`src/rtl/udp_checksum_port_demux_core_assert.svh`:
```
// Assertion macros for the RTL of the checksum and port demux core.
// Each check is sampled on the rising edge of clk and is off while rst_n is low.
`ifndef UDP_CHECKSUM_PORT_DEMUX_CORE_ASSERT_SVH
`define UDP_CHECKSUM_PORT_DEMUX_CORE_ASSERT_SVH

`ifndef ASSERT_OFF

`define UDPC_ASSERT(lbl, prop) \
  lbl: assert property (@(posedge clk) disable iff (!rst_n) prop) \
    else $error("udpc assertion failed");

`define UDPC_ASSERT_NEVER(lbl, cond) \
  lbl: assert property (@(posedge clk) disable iff (!rst_n) !(cond)) \
    else $error("udpc forbidden condition seen");

`else

`define UDPC_ASSERT(lbl, prop)

`define UDPC_ASSERT_NEVER(lbl, cond)

`endif

`endif

```
`src/rtl/udpc_pkg.sv`:
```
package udpc_pkg;

  localparam int TABLE_DEPTH      = 8;
  localparam int MAX_PACKET_BYTES = 1500;
  localparam int IP_HEADER_BYTES  = 20;
  localparam int UDP_HEADER_BYTES = 8;
  localparam int SRC_IP_START     = 12;
  localparam logic [15:0] PROTO_UDP = 16'h0011;

  localparam int IDX_W = (TABLE_DEPTH > 1) ? $clog2(TABLE_DEPTH) : 1;
  localparam int CNT_W = $clog2(TABLE_DEPTH + 1);
  localparam int POS_W = $clog2(MAX_PACKET_BYTES + 2);

  localparam logic [2:0] STS_DELIVERED  = 3'd0;
  localparam logic [2:0] STS_BAD_CSUM   = 3'd1;
  localparam logic [2:0] STS_NO_HANDLER = 3'd2;
  localparam logic [2:0] STS_REGISTERED = 3'd3;
  localparam logic [2:0] STS_TABLE_FULL = 3'd4;

  // Lookup token that walks the cell chain, one cell per cycle.
  typedef struct packed {
    logic             active;
    logic [15:0]      key;
    logic             found;
    logic [IDX_W-1:0] idx;
  } search_tok_t;

  // Packet summary produced on the last byte of a packet.
  typedef struct packed {
    logic        bad;
    logic [15:0] port;
    logic [15:0] csum;
  } pkt_end_t;

  // One's-complement 16-bit add with end-around carry.
  function automatic logic [15:0] ones_add(input logic [15:0] a, input logic [15:0] b);
    logic [16:0] s;
    s = {1'b0, a} + {1'b0, b};
    return s[15:0] + {15'b0, s[16]};
  endfunction

endpackage

```
`src/rtl/udpc_cell.sv`:
```
module udpc_cell (
  input  logic                         clk,
  input  logic                         rst_n,
  input  logic [udpc_pkg::IDX_W-1:0]   my_idx,
  input  logic                         wr_en,
  input  logic [15:0]                  wr_port,
  input  udpc_pkg::search_tok_t        tok_in,
  output udpc_pkg::search_tok_t        tok_out
);

  logic                  valid_r;
  logic [15:0]           entry_r;
  udpc_pkg::search_tok_t tok_r;
  udpc_pkg::search_tok_t tok_nxt;

  // The first matching cell marks the token; later cells leave it alone.
  always_comb begin
    tok_nxt = tok_in;
    if (tok_in.active && !tok_in.found && valid_r && (entry_r == tok_in.key)) begin
      tok_nxt.found = 1'b1;
      tok_nxt.idx   = my_idx;
    end
  end

  always_ff @(posedge clk) begin
    if (!rst_n) begin
      valid_r <= 1'b0;
      tok_r   <= '0;
    end else begin
      if (wr_en) begin
        valid_r <= 1'b1;
      end
      tok_r <= tok_nxt;
    end
  end

  always_ff @(posedge clk) begin
    if (wr_en) begin
      entry_r <= wr_port;
    end
  end

  assign tok_out = tok_r;

endmodule

```
`src/rtl/udpc_csum.sv`:
```
module udpc_csum (
  input  logic                  clk,
  input  logic                  rst_n,
  input  logic                  byte_en,
  input  logic [7:0]            byte_in,
  input  logic                  last_in,
  output udpc_pkg::pkt_end_t    end_info
);

  localparam int PW = udpc_pkg::POS_W;

  logic [PW-1:0] pos_r, pos_nxt;
  logic [15:0]   sum_r, sum_nxt;
  logic [7:0]    held_r, held_nxt;
  logic [15:0]   len_r, len_nxt;
  logic [15:0]   rcv_r, rcv_nxt;
  logic [15:0]   port_r, port_nxt;

  always_comb begin
    logic [PW-1:0] off;
    logic [15:0]   word;
    logic [15:0]   sum1;
    logic          taking;
    logic          add2;
    pos_nxt  = pos_r;
    sum_nxt  = sum_r;
    held_nxt = held_r;
    len_nxt  = len_r;
    rcv_nxt  = rcv_r;
    port_nxt = port_r;
    off      = pos_r - PW'(udpc_pkg::IP_HEADER_BYTES);
    word     = pos_r[0] ? {8'h00, byte_in} : {byte_in, 8'h00};
    taking   = (pos_r < PW'(udpc_pkg::MAX_PACKET_BYTES));
    sum1     = sum_r;
    add2     = 1'b0;
    if (taking) begin
      if (pos_r == '0) begin
        sum_nxt  = udpc_pkg::PROTO_UDP;
        held_nxt = '0;
        len_nxt  = '0;
        rcv_nxt  = '0;
        port_nxt = '0;
      end else if (pos_r >= PW'(udpc_pkg::SRC_IP_START) &&
                   pos_r < PW'(udpc_pkg::IP_HEADER_BYTES)) begin
        sum_nxt = udpc_pkg::ones_add(sum_r, word);
      end else if (pos_r >= PW'(udpc_pkg::IP_HEADER_BYTES)) begin
        if (off == PW'(2) || off == PW'(4) || off == PW'(6)) begin
          held_nxt = byte_in;
        end else if (off == PW'(3)) begin
          port_nxt = {held_r, byte_in};
        end else if (off == PW'(5)) begin
          len_nxt = {held_r, byte_in};
        end else if (off == PW'(7)) begin
          rcv_nxt = {held_r, byte_in};
        end
        // The length word joins the pseudo-header as it arrives.
        if (off == PW'(5)) begin
          sum1 = udpc_pkg::ones_add(sum_r, {held_r, byte_in});
        end
        // The checksum field counts as zero; the header is always summed.
        add2 = !(off == PW'(6) || off == PW'(7)) &&
               ((off < PW'(udpc_pkg::UDP_HEADER_BYTES)) || (16'(off) < len_nxt));
        sum_nxt = add2 ? udpc_pkg::ones_add(sum1, word) : sum1;
      end
      pos_nxt = pos_r + PW'(1);
    end else begin
      pos_nxt = PW'(udpc_pkg::MAX_PACKET_BYTES + 1);
    end
    if (last_in) begin
      pos_nxt = '0;
    end
    end_info.csum = ~sum_nxt;
    end_info.port = port_nxt;
    end_info.bad  = (pos_r < PW'(udpc_pkg::IP_HEADER_BYTES + udpc_pkg::UDP_HEADER_BYTES - 1)) ||
                    !taking || (~sum_nxt != rcv_nxt);
  end

  always_ff @(posedge clk) begin
    if (!rst_n) begin
      pos_r  <= '0;
      sum_r  <= '0;
      held_r <= '0;
      len_r  <= '0;
      rcv_r  <= '0;
      port_r <= '0;
    end else if (byte_en) begin
      pos_r  <= pos_nxt;
      sum_r  <= sum_nxt;
      held_r <= held_nxt;
      len_r  <= len_nxt;
      rcv_r  <= rcv_nxt;
      port_r <= port_nxt;
    end
  end

endmodule

```
`src/rtl/udp_checksum_port_demux_core.sv`:
```
// UDP checksum checker with a port table, for one IPv4 packet at a time.
// Input channel (in_valid / in_stall): command 0 carries one packet byte,
// starting at the IP header, with in_last_byte on the final byte; command 1
// registers in_port_value in the port table.
// Result channel (out_valid / out_stall): one transfer per register command
// and one per packet end; a packet byte that is not the last gives none.
// Packet bytes that are not last are taken one per cycle while in_stall
// is low. A last byte with a bad checksum yields its result in the cycle
// after the transfer. A register command or a last byte with a good
// checksum sends a lookup token down the row of TABLE_DEPTH cells, one
// cell per cycle; the input stalls until the token leaves the last cell.
// The result register holds a result while out_stall is high; the input
// then stalls as well until that result is taken.
// Reset (rst_n low, synchronous) empties the table and the packet state.
module udp_checksum_port_demux_core (
  input  logic        clk,
  input  logic        rst_n,
  input  logic        in_valid,
  output logic        in_stall,
  input  logic        in_command,
  input  logic [7:0]  in_packet_byte,
  input  logic        in_last_byte,
  input  logic [15:0] in_port_value,
  output logic        out_valid,
  input  logic        out_stall,
  output logic [2:0]  out_status,
  output logic [2:0]  out_handler_index,
  output logic [15:0] out_destination_port,
  output logic [15:0] out_computed_checksum
);

  `include "udp_checksum_port_demux_core_assert.svh"

  localparam int D  = udpc_pkg::TABLE_DEPTH;
  localparam int CW = udpc_pkg::CNT_W;
  localparam int IW = udpc_pkg::IDX_W;

  typedef enum logic [1:0] {
    ST_IDLE   = 2'b01,
    ST_SEARCH = 2'b10
  } state_t;

  state_t state_r, state_nxt;

  logic                  accept;
  logic                  launch;
  logic                  byte_en;
  logic                  bad_load;
  logic                  tail_done;
  logic                  ins_en;
  logic                  out_load;
  udpc_pkg::pkt_end_t    end_info;
  udpc_pkg::search_tok_t chain [D+1];
  udpc_pkg::search_tok_t tail;
  logic [D-1:0]          cell_wr;

  logic [CW-1:0] count_r;
  logic          reg_cmd_r;
  logic [15:0]   pkt_port_r;
  logic [15:0]   pkt_cs_r;
  logic          out_valid_r;
  logic [2:0]    out_status_r, status_nxt;
  logic [2:0]    out_idx_r, idx_nxt;
  logic [15:0]   out_port_r, port_nxt;
  logic [15:0]   out_cs_r, cs_nxt;

  assign in_stall = (state_r == ST_SEARCH) || (out_valid_r && out_stall);
  assign accept   = in_valid && !in_stall;
  assign byte_en  = accept && !in_command;
  assign bad_load = byte_en && in_last_byte && end_info.bad;
  assign launch   = accept && (in_command || (in_last_byte && !end_info.bad));

  udpc_csum u_csum (
    .clk      (clk),
    .rst_n    (rst_n),
    .byte_en  (byte_en),
    .byte_in  (in_packet_byte),
    .last_in  (in_last_byte),
    .end_info (end_info)
  );

  assign chain[0] = '{active: launch,
                      key:    (in_command ? in_port_value : end_info.port),
                      found:  1'b0,
                      idx:    '0};

  for (genvar i = 0; i < D; i++) begin : g_cell
    assign cell_wr[i] = ins_en && (count_r == CW'(i));
    udpc_cell u_cell (
      .clk     (clk),
      .rst_n   (rst_n),
      .my_idx  (IW'(i)),
      .wr_en   (cell_wr[i]),
      .wr_port (tail.key),
      .tok_in  (chain[i]),
      .tok_out (chain[i+1])
    );
  end

  assign tail      = chain[D];
  assign tail_done = tail.active;
  assign ins_en    = tail_done && reg_cmd_r && !tail.found && (count_r < CW'(D));
  assign out_load  = bad_load || tail_done;

  always_comb begin
    status_nxt = udpc_pkg::STS_BAD_CSUM;
    idx_nxt    = '0;
    port_nxt   = end_info.port;
    cs_nxt     = end_info.csum;
    if (tail_done) begin
      if (reg_cmd_r) begin
        port_nxt = '0;
        cs_nxt   = '0;
        if (tail.found) begin
          status_nxt = udpc_pkg::STS_REGISTERED;
          idx_nxt    = 3'(tail.idx);
        end else if (count_r < CW'(D)) begin
          status_nxt = udpc_pkg::STS_REGISTERED;
          idx_nxt    = 3'(count_r);
        end else begin
          status_nxt = udpc_pkg::STS_TABLE_FULL;
        end
      end else begin
        port_nxt = pkt_port_r;
        cs_nxt   = pkt_cs_r;
        if (tail.found) begin
          status_nxt = udpc_pkg::STS_DELIVERED;
          idx_nxt    = 3'(tail.idx);
        end else begin
          status_nxt = udpc_pkg::STS_NO_HANDLER;
        end
      end
    end
  end

  always_comb begin
    state_nxt = state_r;
    case (state_r)
      ST_IDLE: begin
        if (launch) begin
          state_nxt = ST_SEARCH;
        end
      end
      ST_SEARCH: begin
        if (tail_done) begin
          state_nxt = ST_IDLE;
        end
      end
      default: begin
        state_nxt = ST_IDLE;
      end
    endcase
  end

  always_ff @(posedge clk) begin
    if (!rst_n) begin
      state_r     <= ST_IDLE;
      count_r     <= '0;
      out_valid_r <= 1'b0;
    end else begin
      state_r <= state_nxt;
      if (ins_en) begin
        count_r <= count_r + CW'(1);
      end
      if (out_load) begin
        out_valid_r <= 1'b1;
      end else if (!out_stall) begin
        out_valid_r <= 1'b0;
      end
    end
  end

  always_ff @(posedge clk) begin
    if (launch) begin
      reg_cmd_r  <= in_command;
      pkt_port_r <= end_info.port;
      pkt_cs_r   <= end_info.csum;
    end
    if (out_load) begin
      out_status_r <= status_nxt;
      out_idx_r    <= idx_nxt;
      out_port_r   <= port_nxt;
      out_cs_r     <= cs_nxt;
    end
  end

  assign out_valid             = out_valid_r;
  assign out_status            = out_status_r;
  assign out_handler_index     = out_idx_r;
  assign out_destination_port  = out_port_r;
  assign out_computed_checksum = out_cs_r;

  // A launched token always reaches the end of the row, through all TABLE_DEPTH cells.
  `UDPC_ASSERT(a_search_len, launch |-> ##D tail_done)
  `UDPC_ASSERT(a_tail_in_search, tail_done |-> (state_r == ST_SEARCH))
  `UDPC_ASSERT_NEVER(a_load_over_full, out_load && out_valid_r && out_stall)
  `UDPC_ASSERT_NEVER(a_count_bound, count_r > CW'(D))
  `UDPC_ASSERT(a_insert_counts, ins_en |=> (count_r == $past(count_r) + CW'(1)))

endmodule

```
`config.mk`:
```
export PLATFORM = sky130hd
export DESIGN_NAME = udp_checksum_port_demux_core
export DESIGN_NICKNAME = d
export VERILOG_FILES = /design/src/rtl/udpc_pkg.sv /design/src/rtl/udpc_cell.sv /design/src/rtl/udpc_csum.sv /design/src/rtl/udp_checksum_port_demux_core.sv
export VERILOG_INCLUDE_DIRS = /design/src /design/src/rtl
export SDC_FILE = /design/constraint.sdc
export NUM_CORES = 1
export LEC_CHECK = 0
export BUFFER_PORTS_ARGS = -buffer_cell sky130_fd_sc_hd__buf_2
export CAP_MARGIN = 20
export CORE_UTILIZATION = 44
export DETAILED_ROUTE_END_ITERATION = 10
export SKIP_CTS_REPAIR_TIMING = 1
export SYNTH_ARGS = -nofsm -noshare
export SYNTH_HDL_FRONTEND = slang
export SYNTH_SLANG_ARGS = --single-unit
```
`constraint.sdc`:
```
create_clock -name clk -period 12.4 [get_ports clk]
set_input_delay 2.48 -clock clk [delete_from_list [all_inputs] [get_ports clk]]
set_output_delay 2.48 -clock clk [all_outputs]
set_load 0.02 [all_outputs]
```
# After elaboration in Yosys (flattened, before gate mapping)
# Cells that the tools add are included.
# word_totals
elab_cells,262
register_bits,465
input_bits,30
out_inout_bits,40
# classes
eq_ne,28
magnitude_cmp,8
bitwise,2
addsub,9
reduce_logical,78
mux,67
# op_table
op,n
$mux W16,40
$eq A16 B16 Y1,8
$add A16 B16 Y17,3
$add A16 B1 Y16,3
$eq A11 B3 Y1 const B,4
$logic_and A1 B1 Y1,43
$mux W4,8
$mux W8,4
$eq A11 B2 Y1 const B,2
$lt A11 B5 Y1 const B,2
$mux W11,2
$mux W3,7
$eq A4 B3 Y1 const B,4
$lt A11 B16 Y1,1
$ne A16 B16 Y1,1
$not A16 Y16,1
$logic_not A1 Y1,13
$reduce_or A2 Y1,6
$add A11 B1 Y11 const B,1
$ge A11 B4 Y1 const B,1
$ge A11 B5 Y1 const B,1
$logic_not A11 Y1,1
$lt A11 B11 Y1 const B,1
$lt A11 B4 Y1 const B,1
other kinds (19),34

# Logic depth before layout (Yosys ltp)
# logic_depth
word_depth,27
depth_mapped,40
mapped_depth_nobuf,40

# Modules after synthesis
# Synthesis repeated with hierarchy kept, for this count alone.
# unflattened
hier_cells,2374
hier_area_um2,23422.5
# by_module_without_submodules
mod,area_per_inst_um2,seq_area_each_um2,n_inst,cells_each
udpc_cell,1313.8,920.9,8,95
udpc_csum,9643.0,1661.6,1,1338
udp_checksum_port_demux_core,3269.4,2272.2,1,276

# Worst setup path after synthesis
# Ideal clock, no wire load.
# synth_timing
kind,input port to flip-flop
startpoint,input in_packet_byte[0]
endpoint,"register out_cs_r[0] (netlist: out_computed_checksum[0]), enable pin"
required_ns,11.882
t_arrival_ns,10.487
n_path_buf,1
path_slack_ns,1.395
cell_stages,40
setup_time_ns,0.518
path_cell_list,ha_1 > fa_1 > a21o_1 > a221oi_1 > a21o_1 > and2_1 > a21oi_1 > a21o_1 > a21o_1 > ha_1 > nand2_1 > a211o_1 > nor4_1 > xnor2_1 > mux2i_1 > inv_1 > ha_1 > clkbuf_1 > [... 4 more ...] > nand2b_1 > a21boi_0 > o21ai_0 > nand2_1 > a21o_1 > ha_1 > and3_1 > nor3b_1 > nand2_1 > nor4b_2 > a211oi_1 > a211oi_1 > nor3_1 > a2111o_1 > nor4_2 > o2111ai_1 > o21ai_0 > nand2_1
# synth_via
elab_chain_len,20
elab_cells_between_ends,40
classes_between,add/sub (6); order compare (1); eq/ne (1); mux (26); bitwise (1); reduce/logical (5)
# synth_lines
item,line,rtl
from (decl),udp_checksum_port_demux_core.sv:21,"input logic [7:0] in_packet_byte,"
branches (longest 16 deep; another with $add A16 B16 Y17),--,
$ne A16 B16 Y1 (*),udpc_csum.sv:75,!taking || (~sum_nxt != rcv_nxt);
$logic_or A1 B1 Y1 (*),udpc_csum.sv:75,
$logic_and A1 B1 Y1 (*),udp_checksum_port_demux_core.sv:70,assign bad_load = byte_en && in_last_byte && end_info.bad;
$logic_or A1 B1 Y1 (*),udp_checksum_port_demux_core.sv:103,assign out_load = bad_load || tail_done;
via out_load,udp_checksum_port_demux_core.sv:51,logic out_load;
to (signal assigned),udp_checksum_port_demux_core.sv:183,out_cs_r <= cs_nxt;
to (decl),udp_checksum_port_demux_core.sv:65,"logic [15:0] out_cs_r, cs_nxt;"
# Mark *: on every way through the listed nets, which the timed path passes. The select of a mux whose other input is x is not followed.
# A chain may end at the register's enable or synchronous reset.

# Final worst setup path
# layout_timing
startpoint,input in_packet_byte[0]
endpoint,"register out_cs_r[9] (netlist: out_computed_checksum[9]), enable pin"
# The elaborated chain is that of the path after synthesis.

==> flow_summary.toml <==
[logic_synthesis]
synth_area_leaders = "edfxtp_1, dfxtp_1, ha_1, and2_1, xnor2_1"
synth_cell_types = 93
synth_edf_count = 199
syn_area_um2 = 23000
synth_nets = 2419
ys_top_cells_by_count = "dfxtp_1, nor2_1, edfxtp_1, nand2_1, and2_1"
synth_top_cell_by_area = "edfxtp_1"
yosysWarnings = 0
yosysMostFrequentCell = "dfxtp_1"
synth_cells = 2306
seq_area_frac_synth_pct = 48.4
synthDominantCellAreaShare_pct = 25.9
syn_avg_cell_area_um2 = 9.99
ys.flop_type = "dfxtp_1"
async_flop_share_pct = 0
ys_seq_elements = 458

[clocking]
root_buffer = "clkbuf_16"
clockBufferDepth = 3
clock_latency_ps = 590
htreeDepth = 2
cts_tree = "done"
numCtsBuffers = 45
clk_pin_slew_ps = 60
cts_num_sinks = 458

[global_routing]
grt_max_degree = 98
track_usage_pct = 27.3
antenna_found_initial = 7
grt_overflow = 0
grt_pass1_vias = 16702
grt_pass1_wl_um = 108000

[power_and_ir_drop]
static-leakage-power_nw = 9.47
ir_drop_v = 0.0000933
combinationalPowerShare_pct = 5.2
pwr-share-clk_pct = 44.4
power.density_nw_per_um2 = 123
swShare_pct = 22.6
internal_power_mw = 2.43
power.total_mw = 3.14
p_seq_share_pct = 50.4
p_sw_uw = 711

[layout]
area_delta_synth_final_pct = 11.2
final_util_pct = 49.7
final_nets = 2460
layout-drive-gt1-share_pct = 8.89

[worst_hold_path]
hold_path.class = "flop to flop"

[route]
routed_wl_um = 73100
drt_iter0_drc = 1997
drc = 0
wl_per_cell_um = 23.8
via_per_inst = 5.92
ant_nets = 0
first_pass_iters = 5
vias = 18150

[run]
maxCapViolations = 0

[floorplanning]
rows = 83
die_area_um2 = 53300
num_io_pins = 70
die-width_um = 231
die_h_um = 231
start_util_pct = 44.7
coreArea_um2 = 51500

[status]
status = "completed"

[placed_design]
gp_congestion = 0.964
dpl.hpwl_um = 54900
portBuffers = 69

[sta]
tns_ps = 0
min_period_ps = 11610
setup_viol = 0
holdWs_ps = 421
slew_headroom_pct = 30.9
slew_viol_final = 0
worst_pin_slew_ps = 1040
post-route-period-util_pct = 93.6
final.setup_skew_ps = 22.7
rsz0062_at_grt = "no"
hold_viol = 0
fmax_mhz = 86.1

[worst_setup_path]
critPathKind = "primary input to flop"
crit_slowest_cell = "nor4b_2"
critPathMaxStageDelay_ps = 530
crit_path_end_kind = "flop"
critPathMostFrequentCell = "a21o_1"
cp-start-kind = "primary input"
arrival_ps = 11900
path_max_fanout = 38
required_ps = 12690
-- critical path, delay by kind of cell --
family                     cells  cell delay, ps
xor gates and xnor gates       1             190
buffers and inverters          3             630
AOI/OAI and AO/OA             18            3710
muxes                          1             290
adders and majority gates      5            1380
and+or+nand+nor               13            3180
-- power groups by stage --
stage | clock network (mW) | logic, mW | registers (mW)
final | 1.39 | 0.164 | 1.59
after global routing | 1.48 | 0.176 | 1.59
after CTS | 1.42 | 0.161 | 1.59
after detailed placement | 0 | 0.161 | 1.62
after global placement | 0 | 0.159 | 1.62
after floorplan | 0 | 0.0982 | 1.62
-- routing by layer --
layer	routed length [um]	GRT usage [%]	vias up	share of wire, %
met5	0	0	-	0
met4	1480	6.58	0	2.0
met3	6270	7.21	100	8.6
met2	28400	36.2	632	39
met1	36900	42.9	8885	51
li1	-	-	8533	-
-- layout by cell type, fill, tap and decap left out, types with 54 or more instances in the layout --
master,n
and2_1,154
nor3_1,54
xor2_1,76
nand2_1,157
a22oi_1,55
nor2_1,233
buf_2,68
a21oi_1,101
dfxtp_1,259
nand3_1,58
edfxtp_1,199
o21ai_0,69
ha_1,80
xnor2_1,108
-- area by class of cell --
class	count	area, um2
sequential	458	11200
clock inverter	25	287
clock buffer	59	1220
inverter	36	138
fill	4734	25900
multi-input combinational	1702	11300
timing repair buffer	104	634
tap	680	851
antenna	4	10.0
-- metrics by stage --
stage,cells,setup WS (ps),instance area (um2)
6_report,3068,790,25600
3_5_place_dp,2980,442,24100
4_1_cts,3064,1020,25600
2_1_floorplan,2306,1400,23000
3_3_place_gp,2977,640,24100
5_1_grt,3064,98.0,25600
-- sequential cells by signal, summed over array words and instances, names as in the netlist --
register and cells:
out_computed_checksum 16, reg_cmd_r 1, u_csum.pos_r 11, g_cell.u_cell.valid_r 8
pkt_cs_r 16, u_csum.rcv_r 16, u_csum.held_r 8, count_r 4
out_status 3, g_cell.u_cell.tok_out 161, out_destination_port 16, u_csum.sum_r 16
g_cell.u_cell.entry_r 128, u_csum.port_r 16, pkt_port_r 16, u_csum.len_r 16
state_r 2, out_handler_index 3, out_valid 1
-- cell families (layout without fill, tap and decap cells) --
group | count (synthesis) | after routing | share of synthesized area [%]
AO/OA/AOI/OAI | 498 | 498 | 15.2
flip-flops | 458 | 458 | 48.4
adder cells (fa/ha/maj) | 83 | 83 | 4.60
AND/OR/NAND/NOR | 894 | 894 | 20.3
XOR/XNOR | 185 | 185 | 7.09
multiplexers | 42 | 42 | 1.84
other | 0 | 4 | 0
buffers and inverters | 146 | 224 | 2.53
-- path summary, 6_finish.rpt --
path	from	endpoint	slack (ps)	cells after the start
max	in_packet_byte[0]	out_computed_checksum[9]	790	41
min reg2reg	g_cell[1].u_cell.tok_out[0]	g_cell[2].u_cell.tok_out[0]	420	2
max reg2reg	u_csum.sum_r[0]	out_computed_checksum[9]	2170	40
min	g_cell[1].u_cell.tok_out[0]	g_cell[2].u_cell.tok_out[0]	420	2
No activity file was read; power rests on OpenSTA's default activity.
